--- src/rtl/vector3_normalize_core_assert.svh ---
// Assertion macros for the vector normalization core.
`ifndef VECTOR3_NORMALIZE_CORE_ASSERT_SVH
`define VECTOR3_NORMALIZE_CORE_ASSERT_SVH
`ifndef ASSERT_OFF
`define V3N_ASSERT(label, prop) \
  label: assert property (@(posedge clk) disable iff (rst) prop) else $error("%m failed");
`define V3N_ASSERT_RST(label, prop) \
  label: assert property (@(posedge clk) prop) else $error("%m failed");
`else
`define V3N_ASSERT(label, prop)
`define V3N_ASSERT_RST(label, prop)
`endif
`endif

--- src/rtl/v3n_pkg.sv ---
// Shared types and constants for the vector normalization core.
package v3n_pkg;
  localparam int SqrtStages = 16;
  localparam int DivStages  = 15;

  typedef struct packed {
    logic signed [15:0] comp_x;
    logic signed [15:0] comp_y;
    logic signed [15:0] comp_z;
  } v3n_in_t;

  typedef struct packed {
    logic signed [15:0] unit_x;
    logic signed [15:0] unit_y;
    logic signed [15:0] unit_z;
    logic [15:0]        length;
    logic               is_zero;
  } v3n_out_t;

  typedef struct packed {
    logic [2:0]  neg;
    logic [2:0][15:0] mag;
  } v3n_side_t;
endpackage

--- src/rtl/v3n_div.sv ---
// Pipelined restoring divider for three lanes sharing one divisor.
module v3n_div import v3n_pkg::*; (
  input  logic        clk,
  input  logic        rst,
  input  logic        adv,
  input  logic        in_vld,
  input  logic [15:0] root,
  input  v3n_side_t   side,
  output logic        out_vld,
  output v3n_out_t    dout
);
  logic [DivStages:0]              vld;
  logic [DivStages:0][15:0]        dv;
  logic [DivStages:0][2:0]         ng;
  logic [DivStages:0][2:0][16:0]   rm;
  logic [DivStages:0][2:0][15:0]   nm;
  logic [DivStages:0][2:0][14:0]   qt;

  // Preload mag >> 1 as the partial remainder; the low mag bit waits in nm.
  always_ff @(posedge clk) begin
    if (rst) vld[0] <= 1'b0;
    else if (adv) vld[0] <= in_vld;
    if (adv) begin
      dv[0] <= root;
      ng[0] <= side.neg;
      for (int k = 0; k < 3; k++) begin
        rm[0][k] <= {2'b00, side.mag[k][15:1]};
        nm[0][k] <= {side.mag[k][0], 15'd0};
        qt[0][k] <= '0;
      end
    end
  end

  // Dividend is mag << 14; bring in one bit per stage, the low mag bit then zeros.
  for (genvar i = 0; i < DivStages; i++) begin : g_dv
    always_ff @(posedge clk) begin
      logic [17:0] sh, t;
      if (rst) vld[i+1] <= 1'b0;
      else if (adv) vld[i+1] <= vld[i];
      if (adv) begin
        dv[i+1] <= dv[i];
        ng[i+1] <= ng[i];
        for (int k = 0; k < 3; k++) begin
          sh = {rm[i][k], nm[i][k][15]};
          t  = sh - {2'b00, dv[i]};
          nm[i+1][k] <= {nm[i][k][14:0], 1'b0};
          if (!t[17]) begin
            rm[i+1][k] <= t[16:0];
            qt[i+1][k] <= {qt[i][k][13:0], 1'b1};
          end else begin
            rm[i+1][k] <= sh[16:0];
            qt[i+1][k] <= {qt[i][k][13:0], 1'b0};
          end
        end
      end
    end
  end

  // Full dividend has 30 bits; the first 15 quotient bits are always zero since
  // mag <= root, so lanes preload the upper mag bits: handled by the first stage.
  logic [2:0][15:0] q;
  logic zero;
  always_comb begin
    zero = (dv[DivStages] == 16'd0);
    for (int k = 0; k < 3; k++)
      q[k] = ng[DivStages][k] ? 16'(-{1'b0, qt[DivStages][k]})
                              : {1'b0, qt[DivStages][k]};
    dout.unit_x  = zero ? '0 : q[2];
    dout.unit_y  = zero ? '0 : q[1];
    dout.unit_z  = zero ? '0 : q[0];
    dout.length  = dv[DivStages];
    dout.is_zero = zero;
  end
  assign out_vld = vld[DivStages];
endmodule
--- config.mk ---
export PLATFORM = sky130hd
export DESIGN_NAME = v3n_div
export DESIGN_NICKNAME = d
export VERILOG_FILES = /design/src/rtl/vector3_normalize_core_assert.svh /design/src/rtl/v3n_pkg.sv /design/src/rtl/v3n_div.sv
export SDC_FILE = /design/constraint.sdc
export NUM_CORES = 2
export LEC_CHECK = 0
export BUFFER_PORTS_ARGS = -buffer_cell sky130_fd_sc_hd__buf_4
export CAP_MARGIN = 40
export CORE_MARGIN = 4
export CORE_UTILIZATION = 58
export DETAILED_ROUTE_END_ITERATION = 10
export PLACE_DENSITY = 0.77
export SLEW_MARGIN = 40
export SYNTH_ARGS = -nofsm -noshare
export SYNTH_HDL_FRONTEND = slang
export SYNTH_SLANG_ARGS = --single-unit
--- constraint.sdc ---
create_clock -name clk -period 3.2 [get_ports clk]
set_clock_uncertainty 0.15 [all_clocks]
set_input_delay 0.96 -clock clk [delete_from_list [all_inputs] [get_ports clk]]
set_output_delay 0.96 -clock clk [all_outputs]
set_load 0.05 [all_outputs]
## Yosys cells after proc, flatten, opt, wreduce, memory -nomap -nowiden

Index checks and enable logic that the tools add are counted.

- Reductions and logical operators: 1
- Muxes and demuxes: 93
- Add/subtract/negate cells: 48

Operators with widths:

| kind | number |
|---|---|
| $sub A18 B16 Y18 | 42 |
| $mux W17 | 39 |
| $mux W16 | 9 |
| $sub A16 B16 Y17 | 3 |
| $neg A15 Y16 | 3 |
| $mux W1 | 45 |
| $logic_not A16 Y1 | 1 |

- Register bits after elaboration: 1,442

## Logic depth before layout (Yosys ltp)

- Word-level depth: 3
- Gate-level depth with buffers: 13

## Worst setup path after synthesis

Ideal clock, no wire load.

- Path type: register to output
- Start: register qt[706] in the netlist's numbering
- End: output port dout[61] in the netlist's numbering
- Cell stages (with the launch flop): 10
- Data arrival time: 2.617 ns
- Path buffers: 0
- Slack: -0.527 ns
- Path through: edfxtp_1 inv_1 ha_1 nand2_1 or3_1 or3_1 or4_1 o21ai_1 xor2_1 nor2_1

RTL lines:

| element | RTL line | source |
|---|---|---|
| start: declaration | v3n_div.sv:17 | `logic [DivStages:0][2:0][14:0] qt;` |
| start signal: indexed assignment | v3n_div.sv:49 | `qt[i+1][k] <= {qt[i][k][13:0], 1'b1};` |
| start signal: indexed assignment | v3n_div.sv:52 | `qt[i+1][k] <= {qt[i][k][13:0], 1'b0};` |
| end: declaration | v3n_div.sv:10 | `output v3n_out_t dout` |

==> reports/results.tsv <==
stage	metric	value	unit
clocking	CTS hold repair buffers	0	
place	last weighted congestion value of the routability-driven placer	0.949	
worst_setup_path	kind of critical path	register to output port	
place	post-placement cell count	9816	
detailed_routing	Via Count	63678	
timing	Max-slew headroom	50.5	%
detailed_routing	via/cell ratio	6.19	
synthesis	Synth async-reset ratio	0	%
detailed_routing	post-route DRC violation count	0	
clocking	clock latency at the later pin of the worst-skew pair	820	ps
power_and_ir_drop	Pwr Total	124	mW
synthesis	biggest area consumer among synthesized cells	edfxtp_1	
synthesis	count of mapped cells out of synthesis	7303	
hold_path	min-delay worst type	input pin to register	
synthesis	share of the synthesized area in the top cell type	50.0	%
detailed_routing	router iterations before antenna repair	6	
synthesis	most numerous cell types in the synthesized netlist	1,426 x edfxtp_1, 681 x ha_1, 516 x a21oi_1	
hold_path	destination of the worst hold path	rm[0]	
global_routing	total congestion overflow after global routing	0	
die	Boundary Pins	137	
cells_and_area	total area of multi-input combinational cells	43100	sq um
worst_setup_path	Critical Path AT	3370	ps
cells_and_area	area delta synth->final	22.2	%
hold_path	worst hold stages	1	
synthesis	largest family of logic cells by synthesized area	compound AO/OA/AOI/OAI gates	
worst_setup_path	depth of the most critical reg-to-reg path	13	
synthesis	area share of and/or/nand/nor cells after synthesis	9.92	%
synthesis	post-synthesis share of cell area spent on full adders, half adders and majority gates	10.9	%
clocking	total clock buffers created by CTS	154	
timing	minimum period implied by the final worst setup slack	4480	ps
timing	PnR worst setup slack	-1280	ps
cells_and_area	footprint of the flip-flops and latches	43100	sq um
clocking	number of clock sinks	1442	
synthesis	FF+latch count, synth	1442	
die	Core Rows	140	
global_routing	vias in the first global route	60703	
die	Chip Height	392	microns
synthesis	Yosys warning count	0	
outcome	run status	finished, violations left	
cells_and_area	non-filler instance count after layout	10284	
cells_and_area	number of nets at the end of the flow	9034	
clocking	CTS tree	done	
timing	final clock period utilization by the worst path	140	%
timing	f_max	0.223	GHz
timing	pins over their slew limit	0	
timing	Final Setup Violations	93	
die	Die Span X	392	microns
worst_setup_path	kind of start point of the critical path	register	
detailed_routing	post-detailed-routing wire length	245000	microns
power_and_ir_drop	Leakage Power	42.5	nW
detailed_routing	wire length per cell	23.8	microns
synthesis	fraction of synthesized area in multiplexers	5.73	%
global_routing	number of antenna violations at the first check in global routing	6	
detailed_routing	First DRT Iteration DRCs	5745	
synthesis	cell with the most instances after synthesis	edfxtp_1	
hold_path	hold path startpoint	side[1]	
timing	Post-Route Hold Slack	153	ps
worst_setup_path	flop-to-flop setup slack	-60	ps
die	total die area	154000	sq um
synthesis	post-synthesis xor/xnor area fraction	6.18	%
clocking	cell chosen for the clock root	clkbuf_16	
synthesis	sequential area share after synthesis	50.4	%
synthesis	synth unique cells	91	
synthesis	Netlist Area Pre-Place	85600	sq um
cells_and_area	number of fill cells in the layout	9818	
global_routing	global-route wire length before repair	356000	microns
synthesis	synthesized area per cell	11.7	sq um
die	Initial Util	58.6	%
timing	unrepaired setup endpoints after global routing	yes	
power_and_ir_drop	Worst VDD drop	0.683	mV
place	Final HPWL DP	177000	microns
worst_setup_path	destination of the worst register-to-register timing path	rm[551]	
timing	number of hold violations in the final report	0	
outcome	violations in the final reports	setup timing	
cells_and_area	post-route cell area	105000	sq um
synthesis	cell types with the largest area share after synthesis	edfxtp_1 50%, ha_1 10%, mux2_2 4.2%	
die	area of the core region	146000	sq um
synthesis	number of flops mapped to enable cells by yosys	1426	
cells_and_area	fraction of layout cells with a size suffix above 1	23.5	%
detailed_routing	count of antenna-violating nets left after detailed routing	0	
global_routing	overall global routing resource usage	30.2	%
synthesis	most used flip-flop cell after synthesis	edfxtp_1	
clocking	Clk pin slew, worst setup/hold paths	60	ps
worst_setup_path	required time worst endpoint	2090	ps
worst_setup_path	CP Max Fanout	3	
clocking	CTS H-tree lvls	4	
power_and_ir_drop	total power divided by cell area	1180	nW/um^2
global_routing	maximum number of pins on one net before global-route repair	87	
flow_run	count of max-cap constraint violations	0	
timing	Worst-Margin Slew	735	ps
place	# port buffers	136	
synthesis	share of the synthesized area in compound gates (AO/OA/AOI/OAI)	14.1	%
worst_setup_path	worst reg2reg startpoint	dv[145]	
clocking	clock tree buffer depth	3	
place	Cell Area, Placed	93800	sq um
worst_setup_path	kind of end point of the critical path	output port	
timing	Fin Setup TNS	-33050	ps
## registers in the layout, indices dropped and copies added (netlist names)
register / cells
qt: 360
nm: 3
dout: 16
rm: 759
out_vld: 1
vld: 15
dv: 240
ng: 48
## stage by stage
stage                     util (%)  worst slack (ps)
after floorplan                  -              -177
after global placement        64.2              -388
after detailed placement      64.2              -359
after CTS                     69.4             -1200
after global routing          71.6             -1350
final                         71.6             -1280
## cell type report
class	count	area share, %
flip-flops and latches	1442	41.2
multi-input cells	5294	41.2
repair buffers	939	8.49
clock buffers	173	3.77
well taps	1917	2.29
clock inverters	107	1.51
inverters	408	1.48
repair inverters	1	0.00718
diodes	3	0.00718
## metal layers
metal  track usage, %  share of wire [%]
met3             4.86                7.7
met1             41.6                 42
met2             48.2                 46
met5                0             0.0053
met4             12.0                4.5
## cell families (layout without fill, tap and decap cells)
family                   after synthesis  in the layout
flip-flops                          1442           1442
AND/OR/NAND/NOR                     1683           1683
buffers and inverters                570           1628
XOR/XNOR                             583            584
adder cells (fa/ha/maj)              723            723
other                                  1              6
AO/OA/AOI/OAI                       1858           1858
multiplexers                         443            443
## placed cells by master, fill, tap and decap left out, types with 30 or more instances in the layout
cell and n:
a211o_1 39, ha_4 31, or3_1 85, o211ai_1 42
a211oi_1 85, buf_12 77, mux2_4 118, and2_1 55
nor3_1 97, nand2_1 273, buf_4 749, buf_6 68
clkbuf_16 172, a21oi_1 493, nand4_1 49, xor2_1 211
a31oi_1 33, o21a_1 172, inv_2 34, o31ai_1 36
nand3_1 162, o21ai_1 55, xnor2_1 329, edfxtp_1 1426
ha_1 639, mux2i_1 66, mux2_2 207, inv_1 371
nand2b_1 99, and3_1 46, a21o_1 220, nor2b_1 145
a31o_2 30, mux2_1 49, o21ai_0 308, fa_1 37
nor2_1 427
## worst max-delay path, cell delays in order, from the launching register on
cell	delay (ps)
edfxtp_1	460
nor4_4	350
nand2b_1	150
nor2_2	190
buf_4	150
nand3_4	100
o21ai_4	200
xor2_1	100
nor2_1	550
buf_6	270
## worst max path at each step
stage / from / end / cells past startpoint
after global routing: qt[705] / dout[61] / 10
after CTS: qt[705] / dout[63] / 10
after detailed placement: qt[705] / dout[61] / 10
after global placement: qt[706] / dout[61] / 10
final: qt[692] / dout[47] / 9
after floorplan: qt[706] / dout[61] / 9
## power breakdown
group / leakage, nW / switching, mW / internal [mW]
registers: 14.1 / 5.21 / 30.3
clock network: 2.66 / 7.99 / 11.4
logic: 25.7 / 35.0 / 33.9
total: 42.5 / 48.2 / 75.6
## timing repair
action | CTS | global route
resized for setup | 296 | 481
pin swaps | 76 | 148
cloned | 11 | 19
endpoints found under the setup margin | 262 | 602
setup buffers | 63 | 111
Power figures use the tool's default switching activity.
