### src/rtl/vector3_normalize_core_assert.svh
// Assertion macros for the vector normalization core.
`ifndef VECTOR3_NORMALIZE_CORE_ASSERT_SVH
`define VECTOR3_NORMALIZE_CORE_ASSERT_SVH
`ifndef ASSERT_OFF
`define V3N_ASSERT(label, prop) \
  label: assert property (@(posedge clk) disable iff (rst) prop) else $error("%m failed");
`define V3N_ASSERT_RST(label, prop) \
  label: assert property (@(posedge clk) prop) else $error("%m failed");
`else
`define V3N_ASSERT(label, prop)
`define V3N_ASSERT_RST(label, prop)
`endif
`endif

### src/rtl/v3n_pkg.sv
// Shared types and constants for the vector normalization core.
package v3n_pkg;
  localparam int SqrtStages = 16;
  localparam int DivStages  = 15;

  typedef struct packed {
    logic signed [15:0] comp_x;
    logic signed [15:0] comp_y;
    logic signed [15:0] comp_z;
  } v3n_in_t;

  typedef struct packed {
    logic signed [15:0] unit_x;
    logic signed [15:0] unit_y;
    logic signed [15:0] unit_z;
    logic [15:0]        length;
    logic               is_zero;
  } v3n_out_t;

  typedef struct packed {
    logic [2:0]  neg;
    logic [2:0][15:0] mag;
  } v3n_side_t;
endpackage

### src/rtl/v3n_sqrt.sv
// Pipelined sum of squares and restoring integer square root.
module v3n_sqrt import v3n_pkg::*; (
  input  logic          clk,
  input  logic          rst,
  input  logic          adv,
  input  logic          in_vld,
  input  v3n_in_t       din,
  output logic          out_vld,
  output logic [15:0]   root,
  output v3n_side_t     side
);
  logic [SqrtStages:0]           vld;
  logic [SqrtStages:0][33:0]     rem;
  logic [SqrtStages:0][15:0]     rt;
  logic [SqrtStages:0][31:0]     sum;
  v3n_side_t [SqrtStages:0]      sd;
  logic [2:0][15:0] m;
  logic [2:0] n;
  logic [33:0] s0;

  always_comb begin
    n = {din.comp_x[15], din.comp_y[15], din.comp_z[15]};
    m[2] = din.comp_x[15] ? 16'(-din.comp_x) : din.comp_x;
    m[1] = din.comp_y[15] ? 16'(-din.comp_y) : din.comp_y;
    m[0] = din.comp_z[15] ? 16'(-din.comp_z) : din.comp_z;
    s0 = 34'(32'(m[2]) * 32'(m[2])) + 34'(32'(m[1]) * 32'(m[1]))
       + 34'(32'(m[0]) * 32'(m[0]));
  end

  // Stage 0: squares and sum.
  always_ff @(posedge clk) begin
    if (rst) vld[0] <= 1'b0;
    else if (adv) vld[0] <= in_vld;
    if (adv) begin
      sum[0] <= s0[31:0];
      rem[0] <= '0;
      rt[0]  <= '0;
      sd[0]  <= '{neg: n, mag: m};
    end
  end

  // One root bit per stage.
  for (genvar i = 0; i < SqrtStages; i++) begin : g_sq
    logic [33:0] r2, trial;
    logic [15:0] rn;
    always_comb begin
      r2 = {rem[i][31:0], sum[i][31:30]};
      trial = r2 - {16'd0, rt[i], 2'b01};
      rn = {rt[i][14:0], 1'b0};
    end
    always_ff @(posedge clk) begin
      if (rst) vld[i+1] <= 1'b0;
      else if (adv) vld[i+1] <= vld[i];
      if (adv) begin
        sum[i+1] <= {sum[i][29:0], 2'b00};
        sd[i+1]  <= sd[i];
        if (!trial[33]) begin
          rem[i+1] <= trial;
          rt[i+1]  <= rn | 16'd1;
        end else begin
          rem[i+1] <= r2;
          rt[i+1]  <= rn;
        end
      end
    end
  end

  assign out_vld = vld[SqrtStages];
  assign root    = rt[SqrtStages];
  assign side    = sd[SqrtStages];
endmodule

### config.mk
export PLATFORM = sky130hd
export DESIGN_NAME = v3n_sqrt
export DESIGN_NICKNAME = d
export VERILOG_FILES = /design/src/rtl/vector3_normalize_core_assert.svh /design/src/rtl/v3n_pkg.sv /design/src/rtl/v3n_sqrt.sv
export SDC_FILE = /design/constraint.sdc
export NUM_CORES = 2
export LEC_CHECK = 0
export ABC_CLOCK_PERIOD_IN_PS = 10700
export BUFFER_PORTS_ARGS = -buffer_cell sky130_fd_sc_hd__buf_2
export CORE_MARGIN = 5
export CORE_UTILIZATION = 39
export DETAILED_ROUTE_END_ITERATION = 7
export GPL_ROUTABILITY_DRIVEN = 0
export PLACE_DENSITY_LB_ADDON = 0.05
export SLEW_MARGIN = 20
export SYNTH_ARGS = -nofsm -noshare
export SYNTH_HDL_FRONTEND = slang
export SYNTH_SLANG_ARGS = --single-unit
### constraint.sdc
create_clock -name clk -period 10.7 [get_ports clk]
set_input_delay 1.07 -clock clk [delete_from_list [all_inputs] [get_ports clk]]
set_output_delay 1.07 -clock clk [all_outputs]
set_load 0.03 [all_outputs]
# Word level (Yosys, flattened, before mapping)

Cells that the tools add are included.

Register bits: 1743
Input bits: 52
Word-level logic and storage cells: 191

Add/sub/neg operators: 21
Multiply operators: 3
Muxes and demuxes: 34

Operators with widths:

| cell                  | count |
|---|---|
| $mux W32              | 14 |
| $mul A16 B16 Y32      | 3 |
| $add A32 B32 Y32      | 2 |
| $mux W16              | 3 |
| $neg A16 Y16          | 3 |
| $sub A34 B10 Y34      | 1 |
| $sub A34 B11 Y34      | 1 |
| $sub A34 B12 Y34      | 1 |
| $sub A34 B13 Y34      | 1 |
| $sub A34 B14 Y34      | 1 |
| $sub A34 B15 Y34      | 1 |
| $sub A34 B16 Y34      | 1 |
| $sub A34 B17 Y34      | 1 |
| $sub A34 B3 Y34       | 1 |
| $sub A34 B4 Y34       | 1 |
| $sub A34 B5 Y34       | 1 |
| $sub A34 B6 Y34       | 1 |
| $sub A34 B7 Y34       | 1 |
| $sub A34 B8 Y34       | 1 |
| $sub A34 B9 Y34       | 1 |
| $mux W1               | 16 |
| $sub A2 B1 Y3 const B | 1 |
| $mux W2               | 1 |

# Logic depth before layout (Yosys ltp)

Depth after elaboration: 5
Gate-level depth with buffers: 38

# Least setup slack after synthesis

OpenSTA, ideal clock, no wires.

Path kind: input port to flip-flop
From: input port din[37] in the netlist's numbering
To: register sum[28] in the netlist's numbering, data pin
Library setup time: 0.259 ns
Arrival: 9.523 ns
Required time: 10.441 ns
Path slack: 0.918 ns
Cell stages on the path: 29
Path buffers: 0
Cells stage by stage: or3_1 or3_1 or3_1 and2_1 xor2_1 clkinv_1 nor2_1 fa_1 fa_1 inv_1 fa_1 fa_1 fa_1 inv_1 fa_1 inv_1 fa_1 fa_1 fa_1 inv_1 ha_1 a21o_1 and2_1 o21ai_0 a21oi_1 a21o_1 a21oi_1 nor4bb_1 a211o_1

RTL lines:

| item            | RTL line       | RTL |
|---|---|---|
| start, declared | v3n_sqrt.sv:7  | `input v3n_in_t din,` |
| end, declared   | v3n_sqrt.sv:15 | `logic [SqrtStages:0][31:0] sum;` |

# Worst setup path after layout

From: input port din[16] in the netlist's numbering
To: register sum, in the netlist g_sq[0].r2[1], data pin

Word-level cells in the longest chain between the ends: 5

RTL lines:

| item               | RTL line       | RTL |
|---|---|---|
| $neg A16 Y16       | v3n_sqrt.sv:24 | `m[1] = din.comp_y[15] ? 16'(-din.comp_y) : din.comp_y;` |
| $mux W16 *         | v3n_sqrt.sv:24 |  |
| $mul A16 B16 Y32 * | v3n_sqrt.sv:26 | `s0 = 34'(32'(m[2]) * 32'(m[2])) + 34'(32'(m[1]) * 32'(m[1]))` |
| $add A32 B32 Y32 * | v3n_sqrt.sv:26 |  |
| $add A32 B32 Y32 * | v3n_sqrt.sv:27 | `+ 34'(32'(m[0]) * 32'(m[0]));` |
| named net s0[31]   | v3n_sqrt.sv:19 | `logic [33:0] s0;` |

The timed path passes the listed nets; every way through them passes the cells marked *.
A chain may end at the register's enable or synchronous reset.

==> impl_metrics.env <==
export IMPL_clock_fmax_mhz=102
export IMPL_final_hold_violation_count=0
export IMPL_grt_antenna_before_repair=18
export IMPL_timing_final_setup_violations=0
export IMPL_crit_type="primary input to register"
export IMPL_max_stage_delay_ns=0.58
export IMPL_die_width_um=485
export IMPL_grt_overflow_total=0
export IMPL_period_needed_ns=9.79
export IMPL_synth_top_area_share_pct=58.3
export IMPL_initial_utilization_pct=39.2
export IMPL_fraction_of_the_yosys_area_taken_by_sequential_cells_pct=58.6
export IMPL_fp_dieH_um=485
export IMPL_yosys_top_cells_area="sky130_fd_sc_hd__edfxtp_1, sky130_fd_sc_hd__fa_1, sky130_fd_sc_hd__ha_1"
export IMPL_ctsHoldBuffers=0
export IMPL_floorplan_io_pins=120
export IMPL_clock_tree_root_cell="sky130_fd_sc_hd__clkbuf_16"
export IMPL_detailed_placement_hpwl_um=126000
export IMPL_synth_largest_area_cell="sky130_fd_sc_hd__edfxtp_1"
export IMPL_global_route_usage_total_pct=14.6
export IMPL_layout_filler_cells=20500
export IMPL_cp_max_fo=5
export IMPL_num_vias=45900
export IMPL_layout_drive_gt1_share_pct=9.25
export IMPL_first_pass_grt_wire_length_um=271000
export IMPL_fin_crit_sh_pct=91.4
export IMPL_r2r_setup_slack_ns=6.25
export IMPL_fin_setup_tns_ns=0
export IMPL_seqCellArea_um2=51700
export IMPL_clock_tree_htree_level_count=4
export IMPL_yosys_most_used_dff="sky130_fd_sc_hd__edfxtp_1"
export IMPL_drt_pre_antenna_iters=5
export IMPL_r2r_start="g_sq[5].r2[10]"
export IMPL_post_cts_resized=0
export IMPL_drc=0
export IMPL_clkLatencyLatePin_ns=0.83
export IMPL_multi_input_combinational_cell_area_um2=31900
export IMPL_synth_seq_cells=1727
export IMPL_crit_arrival_ns=10.34
export IMPL_number_of_unique_standard_cell_types_used_by_synthesis=86
export IMPL_core_area_um2=225000
export IMPL_finalNetCount=7701
export IMPL_holdPathStages=0
export IMPL_rr_endpoint="g_sq[6].r2[30]"
export IMPL_cts_setup_buffers=0
export IMPL_timing_max_slew_rel_slack_pct=32.2
export IMPL_drt_first_iter_violations=2540
export IMPL_synthTopCellsByCount="sky130_fd_sc_hd__edfxtp_1, sky130_fd_sc_hd__inv_1, sky130_fd_sc_hd__fa_1"
export IMPL_syn_to_final_growth_pct=12.3
export IMPL_vias_in_the_first_global_route=48900
export IMPL_port_buffers=119
export IMPL_antenna_left=0
export IMPL_cts_buffers=188
export IMPL_timing_max_cap_violations=0
export IMPL_cp_common_cell="sky130_fd_sc_hd__fa_1"
export IMPL_worst_ep_required_time_ns=11.26
export IMPL_clock_sink_count=1727
export IMPL_post_drt_wl_per_cell_um=17.2
export IMPL_worst_hold_path_type="register to register"
export IMPL_top_count_cell_post_synth="sky130_fd_sc_hd__edfxtp_1"
export IMPL_ys_warnings_count=0
export IMPL_final_setup_skew_ns=0.0518
export IMPL_run_status="complete, no violations"
export IMPL_tritoncts_clock_tree="built"
export IMPL_worst_setup_path_end_kind="register"
export IMPL_synth_edf_count=1710
export IMPL_floorplan_die_area_um2=236000
export IMPL_hold_path_end="sd[410]"
export IMPL_worstMarginPinSlew_ns=1.02
export IMPL_drt_vias_per_instance=4.68
export IMPL_mean_syn_cell_area_um2=14.0
export IMPL_drt_total_wl_um=169000
export IMPL_async_flop_share_pct=0
export IMPL_clock_path_buffers=3
export IMPL_startpoint_type="primary input"
export IMPL_clk_transition_reported_paths_ns=0.06
export IMPL_maximum_number_of_pins_on_one_net_before_global_route_repair=190
export IMPL_post_synth_inst_count=6296
export IMPL_hold_path_startpoint="sd[359]"
export IMPL_floorplan_rows=174
export IMPL_syn_area_um2=88100
export IMPL_timing_reg2reg_worst_path_depth=8
export IMPL_timing_critical_path_slowest_stage_cell="sky130_fd_sc_hd__fa_1"
export IMPL_rsz0062_at_grt="false"
export IMPL_timing_max_transition_violations_final=0
critical path: cells and delay by family:
family          cells  cell delay (ns)
fa+ha+maj          10             4.64
simple gates        6             1.76
compound gates      6             1.46
xor+xnor            3             0.86
buf+inv             5             0.56
area by class of cell:
type,count,area share [%]
Antenna cell,11,0.0278
Inverter,1074,4.07
Multi-Input combinational cell,3398,32.2
Clock buffer,241,4.96
Timing Repair Buffer,257,1.77
Tap cell,2992,3.78
Sequential cell,1727,52.2
Clock inverter,104,0.907
cells in the final DEF (no fill, tap or decap), types with 58 or more instances in the layout:
master                      netlist  final
sky130_fd_sc_hd__mux2_2          68     68
sky130_fd_sc_hd__fa_1           611    611
sky130_fd_sc_hd__nor4_1          63     62
sky130_fd_sc_hd__nand2b_1        58     58
sky130_fd_sc_hd__buf_2            9    118
sky130_fd_sc_hd__xor2_1         204    201
sky130_fd_sc_hd__clkinv_1        20     65
sky130_fd_sc_hd__clkbuf_16        0    188
sky130_fd_sc_hd__nor3_1         130    129
sky130_fd_sc_hd__a21oi_1        106    106
sky130_fd_sc_hd__xnor2_1        247    245
sky130_fd_sc_hd__edfxtp_1      1710   1710
sky130_fd_sc_hd__o21ai_0        133    133
sky130_fd_sc_hd__nand3_1         66     66
sky130_fd_sc_hd__or3_1           62     62
sky130_fd_sc_hd__inv_1         1047   1047
sky130_fd_sc_hd__nor2_1         382    382
sky130_fd_sc_hd__buf_4           51    129
sky130_fd_sc_hd__nand2_1        374    374
sky130_fd_sc_hd__ha_1           392    392
metrics by stage:
stage               hold slack, ns  instances  setup slack [ns]  area (µm²)  utilization (%)
finish                       0.387       9804             0.915       98900             44.0
global route                 0.388       9797             0.559       98900             44.0
CTS                          0.388       9792              1.05       98900             44.0
detailed placement           0.405       9447             0.122       93100             41.4
global placement             0.400       9447             0.126       93100             41.4
floorplan                    0.400       6332             0.918       88300                -
kinds of logic (layout without fill, tap and decap cells):
kind of cell	after synthesis	after routing	share of synthesized area (%)
other	2	49	0.00852
xor gates and xnor gates	452	452	4.50
buffers and inverters	1207	1676	5.39
and+or+nand+nor	1342	1342	7.44
adders and majority gates	1003	1003	19.4
DFF	1727	1727	58.6
AOI/OAI and AO/OA	472	472	3.43
muxes	91	91	1.14
sequential cells by signal (all words and copies together) (netlist names):
signal   cells
root        16
out_vld      1
side        51
sd         816
sum        240
g_sq.r2    467
g_sq.rn    120
vld         16
worst max path at each step:
stage,startpoint,to,slack [ns],cells past startpoint
after floorplan,din[37],sum[28],0.92,29
after global placement,din[16],g_sq[0].r2[1],0.13,37
after detailed placement,din[16],g_sq[0].r2[1],0.12,32
after CTS,din[16],g_sq[0].r2[1],1.05,32
after global routing,din[16],g_sq[0].r2[1],0.56,37
final,din[16],g_sq[0].r2[1],0.91,30
per-layer routing:
layer | track usage, % | vias to the layer above | share of wire, %
li1 | - | 22200 | -
met1 | 18.0 | 22800 | 41
met2 | 25.8 | 651 | 51
met3 | 2.81 | 276 | 4.2
met4 | 4.63 | 10 | 3.0
met5 | 0 | - | 0.038
Power is left out: the tool's default activity adds up to more than one toggle a clock period on the data nets, which glitch-free logic cannot reach.
